$ cat src/hw/rtl/qwma_ram.sv
// Generic single-port-write, single-port-read RAM with registered read data.
// No dependencies.
`timescale 1ns / 1ps

module qwma_ram #(
    parameter int WIDTH = 8,
    parameter int DEPTH = 16
) (
    input  logic                                      i_clk,
    input  logic                                      i_we,
    input  logic [((DEPTH > 1) ? $clog2(DEPTH) : 1)-1:0] i_waddr,
    input  logic [WIDTH-1:0]                          i_wdata,
    input  logic                                      i_re,
    input  logic [((DEPTH > 1) ? $clog2(DEPTH) : 1)-1:0] i_raddr,
    output logic [WIDTH-1:0]                          o_rdata
);

    logic [WIDTH-1:0] r_mem [DEPTH];
    logic [WIDTH-1:0] r_rdata;

    always_ff @(posedge i_clk) begin
        if (i_we) begin
            r_mem[i_waddr] <= i_wdata;
        end
        if (i_re) begin
            r_rdata <= r_mem[i_raddr];
        end
    end

    assign o_rdata = r_rdata;

endmodule

$ cat config.mk
export PLATFORM = sky130hd
export DESIGN_NAME = qwma_ram
export DESIGN_NICKNAME = d
export VERILOG_FILES = /design/src/hw/rtl/qwma_ram.sv
export SDC_FILE = /design/constraint.sdc
export NUM_CORES = 1
export LEC_CHECK = 0
export BUFFER_PORTS_ARGS = -buffer_cell sky130_fd_sc_hd__buf_2
export CAP_MARGIN = 20
export CELL_PAD_IN_SITES_DETAIL_PLACEMENT = 0
export CELL_PAD_IN_SITES_GLOBAL_PLACEMENT = 2
export CORE_MARGIN = 3
export CORE_UTILIZATION = 48
export DETAILED_ROUTE_END_ITERATION = 7
export PLACE_DENSITY_LB_ADDON = 0.1
export SLEW_MARGIN = 20
export SYNTH_ARGS = -nofsm -noshare
export SYNTH_HDL_FRONTEND = slang
export SYNTH_SLANG_ARGS = --single-unit
$ cat constraint.sdc
create_clock -name i_clk -period 2.3 [get_ports i_clk]
set_clock_uncertainty 0.2 [all_clocks]
set_input_delay 0.46 -clock i_clk [delete_from_list [all_inputs] [get_ports i_clk]]
set_output_delay 0.46 -clock i_clk [all_outputs]
set_load 0.03 [all_outputs]
# Word-level counts from Yosys, hierarchy flattened
# Memory sizes are Yosys's and may differ from the RTL's. A register that Yosys moved wholly into a read port is not among the register bits.
# Index checks and enable logic that the tools add are counted.
[word_totals]
ff_bits = 0
latch_bits = 0
ram_bits = 128
rom_bits = 0
inputBits = 19
out_inout_bits = 8
word_cells = 3
n_memories = 1
[classes]
add_sub_neg = 0
multipliers = 0
n_div = 0
magnitude_cmp = 0
n_eq_ne = 0
shift = 0
n_mux = 2
n_bitwise = 0
n_reduce_logical = 0
[memory_table]
columns = ["memory", "depth", "width", "rd", "rd_ports_with_merged_regs", "wr", "line", "text"]
rows = [
  ["r_mem", 16, 8, 1, 1, 1, "18", "logic [WIDTH-1:0] r_mem [DEPTH];"],
]
[ops]
columns = ["operator", "n"]
rows = [
  ["1-bit 2-to-1 mux", 2],
]

# Depth between registers and ports, before layout
# Gate-level depths: netlist of run 1.
[logic_depth]
word_depth = 2
depth_mapped = 5
depth_no_buf = 3

# Least setup slack after synthesis of run 1
# OpenSTA, ideal clock, no wires.
[synth_timing]
kind = "input port to flip-flop"
startpoint = "input port i_waddr[2] (netlist name)"
endpoint = "memory r_mem[0][0], enable pin"
setup_time_ns = 0.383
arrival_time_ns = 1.570
required_ns = 1.717
path_slack_ns = 0.147
cell_stages = 2
path_buffers = 0
cell_sequence = "or3b_2 nor3_1"
[synth_rtl]
columns = ["element", "line", "text"]
rows = [
  ["from (decl)", "11", "input logic [((DEPTH > 1) ? $clog2(DEPTH) : 1)-1:0] i_waddr,"],
  ["to (decl)", "18", ""],
]
# Straight into the memory's write port.

# Final worst setup path of run 1
[layout_timing]
startpoint = "register r_rdata[0], in the netlist o_rdata[0] (read register of r_mem)"
endpoint = "output port o_rdata[0]"
[layout_rtl]
columns = ["element", "line", "text"]
rows = [
  ["from (decl)", "19", "logic [WIDTH-1:0] r_rdata;"],
  ["to (decl)", "15", "output logic [WIDTH-1:0] o_rdata"],
]
# No word-level cell between the ends.

==> results of run 1 <==
layout make-up:
class                   count  area (µm²)  area share, %
multi-input cells          83        1060           17.3
flip-flops and latches    136        4080           67.0
clock inverters             7        33.8          0.554
clock buffers              21         429           7.04
repair buffers             47         325           5.33
well taps                 136         170           2.79
sequential cells by signal, summed over array words and instances (netlist names):
signal	cells
r_mem	128
o_rdata	8
worst reg2reg max path: stages (launching register included):
cell	delay [ps]
edfxtp_1	350
mux4_1	500
a22oi_1	290
nand2_1	90
synth_stat cells:
cell,instances
nand2b_1,2
and2_1,1
or3b_2,1
mux4_1,14
a22oi_1,16
nor2b_1,1
nand2_1,9
and2b_1,1
buf_4,1
nor2_1,13
edfxtp_1,136
clkdlybuf4s25_2,3
nor3_1,4
buf_2,3
mux4_2,18
nand3b_1,2
nand3_1,1
buf_6,3
worst paths after layout:
check | start | slack [ps] | cells after the start | to
min | i_wdata[7] | 130 | 1 | r_mem[15][7]$_DFFE_PP_
max reg2reg | r_mem[1][0]$_DFFE_PP_ | 610 | 3 | o_rdata[0]$_DFFE_PP_
min reg2reg | r_mem[6][5]$_DFFE_PP_ | 550 | 3 | o_rdata[5]$_DFFE_PP_
max | o_rdata[0]$_DFFE_PP_ | 490 | 1 | o_rdata[0]
layer usage:
| layer | wire length [µm] | vias up | part of all wire [%] | global-route usage (%) |
|---|---|---|---|---|
| met1 | 4020 | 1242 | 42 | 23.4 |
| met2 | 4910 | 68 | 51 | 28.8 |
| met3 | 566 | 11 | 5.9 | 4.89 |
| li1 | - | 1091 | - | - |
| met4 | 124 | 0 | 1.3 | 6.86 |
| met5 | 0 | - | 0 | 0 |
logic make-up after synthesis:
family	synth area share (%)
flops	78.1
buf+inv	1.65
simple gates	3.14
compound gates	2.30
mux	14.8
stage by stage:
step	total power [µW]	hold slack [ps]	util, %	setup slack, ps	area (µm²)
floorplan	3020	359	-	147	5230
global placement	3140	532	53.9	61.9	5640
detailed placement	3140	543	53.9	75.7	5640
CTS	5300	112	58.3	444	6100
global route	5420	124	58.3	458	6100
finish	5240	129	58.3	488	6100
cell usage in the layout, fill, tap and decap left out, drive strengths merged:
cell and instances:
clkinvlp 1, nand3 1, mux4 32, nand2b 2
clkinv 6, edfxtp 136, a22oi 16, nor3 4
nor2 13, nand3b 2, or3b 1, clkbuf 21
and2b 1, nor2b 1, buf 47, nand2 9
and2 1
power breakdown:
group | switching (µW) | internal (µW) | leakage [µW]
registers | 14.5 | 2790 | 0.00124
clock network | 881 | 1280 | 0.000226
logic | 160 | 114 | 0.000598
==> metrics.md, run 1 <==
| Metric | Value |
|---|---|
| CP delay by family, top | `flip-flops` |
| GRT Resource Usage Total | `17.9%` |
| Port Buf Inserts | `26` |
| Slowest stage cell, crit path | `edfxtp_1` |
| Die area | `12200 µm²` |
| Max Clock Freq | `0.552 GHz` |
| Setup Total Neg Slack | `0 ps` |
| Area grow syn2layout | `16.7%` |
| Crit-path max cell delay | `430 ps` |
| Fin cells | `430` |
| Synth area leaders | `edfxtp_1 78%, mux4_2 7.8%, mux4_1 7.0%, a22oi_1 2.3%, nor2_1 0.93%` |
| Buffers & Inverters on Critical Path | `1` |
| Max VDD drop | `0.000479 V` |
| Vias in the first global route | `roughly 2500` |
| Post-CTS Hold Buffers | `0` |
| Layout cells sized above 1 | `29.6%` |
| CP endpoint kind | `output port` |
| Crit-path cells | `buf_2` |
| Mapped cell area | `5230 µm²` |
| Antenna Cells | `0` |
| Min Tclk post-route | `1810 ps` |
| Die height | `110 µm` |
| FF+latch count, synth | `between 100 and 150` |
| Syn Nets | `approximately 250` |
| Max Cap Viol | `0` |
| Longest Clk Path Bufs | `2` |
| RSZ-0062 raised after global routing | `false` |
| Yosys top cell area share | `78.1%` |
| Starting Density | `50.0%` |
| Clock insertion delay at the later pin of the skew report | `520 ps` |
| Iter 0 DRT Violations | `214` |
| Core Area | `10500 µm²` |
| Post-DRT Antenna Nets | `0` |
| Power density over the cells | `859 nW/µm²` |
| Largest net degree at the start of global routing | `33` |
| Outcome | `completed` |
| CTS tree | `built` |
| Max-slew headroom | `between 70% and 80%` |
| Placed Cells | `about 400` |
| Avg Cell Area, Syn | `between 20 and 25 µm²` |
| Leakage | `0.00206 µW` |
| Slew Viols, Final | `0` |
| Crit share post-route | `a little under 80%` |
| Area leader, netlist | `edfxtp_1` |
| Worst-path fanout max | `1` |
| Row count | `37` |
| Initial antenna violation count | `0` |
| H-tree depth | `4` |
| CTS Sinks | `136` |
| Final #Nets | `304` |
| WL final | `between 9000 and 10000 µm` |
| Ports | `27` |
| CP startpoint kind | `register` |
| Critical path class | `register to output port` |
| CTS buffer count | `17` |
| Wirelength per Cell | `22.4 µm` |
| TritonRoute pass-1 iters | `4` |
| Final hold viol count | `0` |
| Setup violators final | `0` |
| WP data arrival | `1150 ps` |
| Post-DP HPWL | `6100 µm` |
| Via count | `2412` |
| # resized after CTS | `0` |
| Syn. warnings | `0` |
| Filler cells | `793` |
| First-pass GRT wire length | `about 15000 µm` |
| Clk slew on worst S/H paths | `roughly 60 ps` |
| Remaining Overflow, GRT | `0` |
| # DRC | `0` |
| DIE WIDTH | `110 µm` |
| Worst Path Required | `approximately 1600 ps` |
| Clock root buffer | `clkbuf_8` |
| Syn Inst Count | `between 200 and 250` |
| Synth unique cells | `18` |
| Setup Fix Bufs, Post-CTS | `0` |
| Final GP Congestion | `slightly below 0.7` |
| Hold Crit Class | `primary input to register` |
| Slew @ Worst Pin | `395 ps` |
| Vias per cell | `around 5.6` |
| Seq/Total Area, Yosys | `about four fifths` |
(Power assumes the default switching activity.)
==> run 2, diff against run 1 <==
Settings changed: ABC_AREA set to 1, CORE_UTILIZATION 48 to 37.
Clock period 2.3 ns to 1.5 ns, I/O delays scaled along.
==> metrics.md, run 2 <==
| Metric | Value |
|---|---|
| R2R depth | `6` |
| Mapped cell area | `5850 µm²` |
| Filler cells | `1493` |
| Via count | `3767` |
| Crit-path cells | `buf_6` |
| CP delay by family, top | `flip-flops` |
| Hold Crit Class | `primary input to register` |
| Syn Nets | `between 500 and 600` |
| Avg Cell Area, Syn | `~11 µm²` |
| Area grow syn2layout | `20.5%` |
| Vias in the first global route | `3864` |
| Critical path class | `register to output port` |
| Slowest stage cell, crit path | `edfxtp_1` |
| CTS Sinks | `136` |
| Crit-path max cell delay | `460 ps` |
| Row count | `45` |
| FF-to-FF setup slack | `170 ps` |
| Min Tclk post-route | `1550 ps` |
| Initial antenna violation count | `0` |
| Outcome | `complete, but fails checks` |
| CP endpoint kind | `output port` |
| Die area | `roughly 17000 µm²` |
| Max VDD drop | `0.000889 V` |
| Slew @ Worst Pin | `398 ps` |
| GRT Resource Usage Total | `between 15 and 20%` |
| Reg2reg end | `o_rdata[3]$_DFFE_PP_` |
| Power density over the cells | `1250 nW/µm²` |
| Clock insertion delay at the later pin of the skew report | `410 ps` |
| Syn. warnings | `0` |
| Hold path start | `i_wdata[1]` |
| Slew Viols, Final | `0` |
| Final GP Congestion | `0.752` |
| Remaining Overflow, GRT | `0` |
| # DRC | `0` |
| Clock root buffer | `clkbuf_16` |
| Worst path depth | `1` |
| Max Cap Viol | `0` |
| Clk slew on worst S/H paths | `about 60 ps` |
| Final #Nets | `629` |
| Post-synth top cells | `173 x nand2_1, 136 x edfxtp_1, 100 x inv_1` |
| Largest net degree at the start of global routing | `32` |
| TritonRoute pass-1 iters | `5` |
| FF+latch count, synth | `136` |
| Fin cells | `834` |
| Ports | `27` |
| H-tree depth | `4` |
| Cell with the most instances after synthesis | `nand2_1` |
| Max Clock Freq | `0.643 GHz` |
| Crit share post-route | `104%` |
| DP Area | `6460 µm²` |
| Most common cell after layout, fill and taps aside | `nand2_1` |
| Number of synthesized flops with an enable pin | `roughly 140` |
| Seq/Total Area, Yosys | `a little over two thirds` |
| Post-CTS Hold Buffers | `0` |
| Wirelength per Cell | `17.0 µm` |
| Vias per cell | `4.52` |
| CTS buffer count | `17` |
| Yosys top cell area share | `69.8%` |
| Syn Inst Count | `551` |
| Post-DRT Antenna Nets | `0` |
| CP Launch Point | `o_rdata[4]$_DFFE_PP_` |
| Post-DP HPWL | `9400 µm` |
| Worst Path Required | `1000 ps` |
| Synth unique cells | `11` |
| Crit path to | `o_rdata[4]` |
| Core Area | `15300 µm²` |
| Buffers & Inverters on Critical Path | `1` |
| Area leader, netlist | `edfxtp_1` |
| Max reg flops | `128` |
| Top reg by flops | `r_mem` |
| R2R Path Start | `r_mem[9][3]$_DFFE_PP_` |
| Most frequent cells in the layout | `173 x nand2_1, 136 x edfxtp_1, 100 x inv_1, 97 x nand3_1, 30 x buf_4` |
| Post-route setup slack | `-54.5 ps` |
| Leakage | `0.00304 µW` |
| Failing checks | `setup timing` |
| Starting Density | `between 30% and 40%` |
| CTS tree | `built` |
| CP startpoint kind | `register` |
| Max-slew headroom | `73.5%` |
| Antenna Cells | `0` |
| WL final | `between 10000 and 15000 µm` |
| Setup violators final | `3` |
| Iter 0 DRT Violations | `266` |
| Port Buf Inserts | `26` |
| Async SR Flop Fraction | `0%` |
| First-pass GRT wire length | `22500 µm` |
| WP data arrival | `1050 ps` |
| DIE WIDTH | `132 µm` |
| Placed Cells | `802` |
| Worst-path fanout max | `1` |
| Final Instance Area | `7050 µm²` |
| Layout cells sized above 1 | `between 10 and 15%` |
| Die height | `132 µm` |
| RSZ-0062 raised after global routing | `true` |
| Synth area leaders | `edfxtp_1 70%, nand2_1 11%, nand3_1 8.3%, inv_1 6.4%, buf_6 1.2%` |
| Final hold viol count | `0` |
| Predominant post-synthesis flop cell | `edfxtp_1` |
| Longest Clk Path Bufs | `2` |
## run 2: changes by cell type after synthesis, moves of 10 or more
cell | before | now
nand2_1 | 9 | 173
inv_1 | 0 | 100
nand3_1 | 1 | 97
mux4_2 | 18 | 0
a22oi_1 | 16 | 0
mux4_1 | 14 | 0
buf_2 | 3 | 13
## run 2: worst min-delay path by stage
stage                       endpoint  slack, ps  cells past startpoint
2_1_floorplan  r_mem[0][0]$_DFFE_PP_        200                      0
3_3_place_gp   r_mem[9][1]$_DFFE_PP_        500                      1
3_5_place_dp   r_mem[9][1]$_DFFE_PP_        510                      1
4_1_cts        r_mem[9][1]$_DFFE_PP_         60                      1
5_1_grt        r_mem[9][1]$_DFFE_PP_         80                      1
6_report       r_mem[1][1]$_DFFE_PP_         80                      1
## run 2: power by group
group,leakage [µW],switching (µW),internal [µW]
Clock,0.000269,1480,2400
Sequential,0.00124,30.4,4280
Combinational,0.00154,405,220
## run 2: area by class of cell
cell class / count / area (µm²) / share of cell area (%)
flip-flops and latches: 136 / 4080 / 57.9
multi-input cells: 289 / 1210 / 17.2
repair buffers: 64 / 559 / 7.94
clock buffers: 19 / 433 / 6.14
inverters: 102 / 383 / 5.43
well taps: 211 / 264 / 3.75
clock inverters: 13 / 111 / 1.58
## run 2: through the flow
step	utilization, %	total power (µW)	setup TNS (ps)	hold WS, ps	setup slack (ps)
final	46.0	8820	-138	79.0	-54.5
after detailed placement	42.2	5010	-1430	505	-227
after global placement	42.2	5010	-1420	498	-233
after global routing	46.0	9150	-252	76.5	-88.1
after floorplan	-	4720	0	199	49.2
after CTS	46.0	8930	-245	57.3	-91.6
## run 2: kinds of logic (layout without fill, tap and decap cells)
kind of cell	count (synthesis)	after routing	synth area share [%]
simple gates	289	289	20.8
buf+inv	126	198	9.39
flops	136	136	69.8
## run 2: layer usage
metal	vias to the layer above	share of wire (%)	routed length, µm	GRT usage [%]
li1	1898	-	-	-
met1	1774	46	6560	23.7
met2	89	48	6760	27.7
met3	6	5.2	735	4.44
met4	0	0.60	85	4.03
met5	-	0	0	0
## run 2: timing repair
item	4_1_cts	5_1_grt
cloned	0	0
setup buffers	0	0
hold endpoints to repair	0	0
gates resized for setup	13	1
setup endpoints to repair	7	6
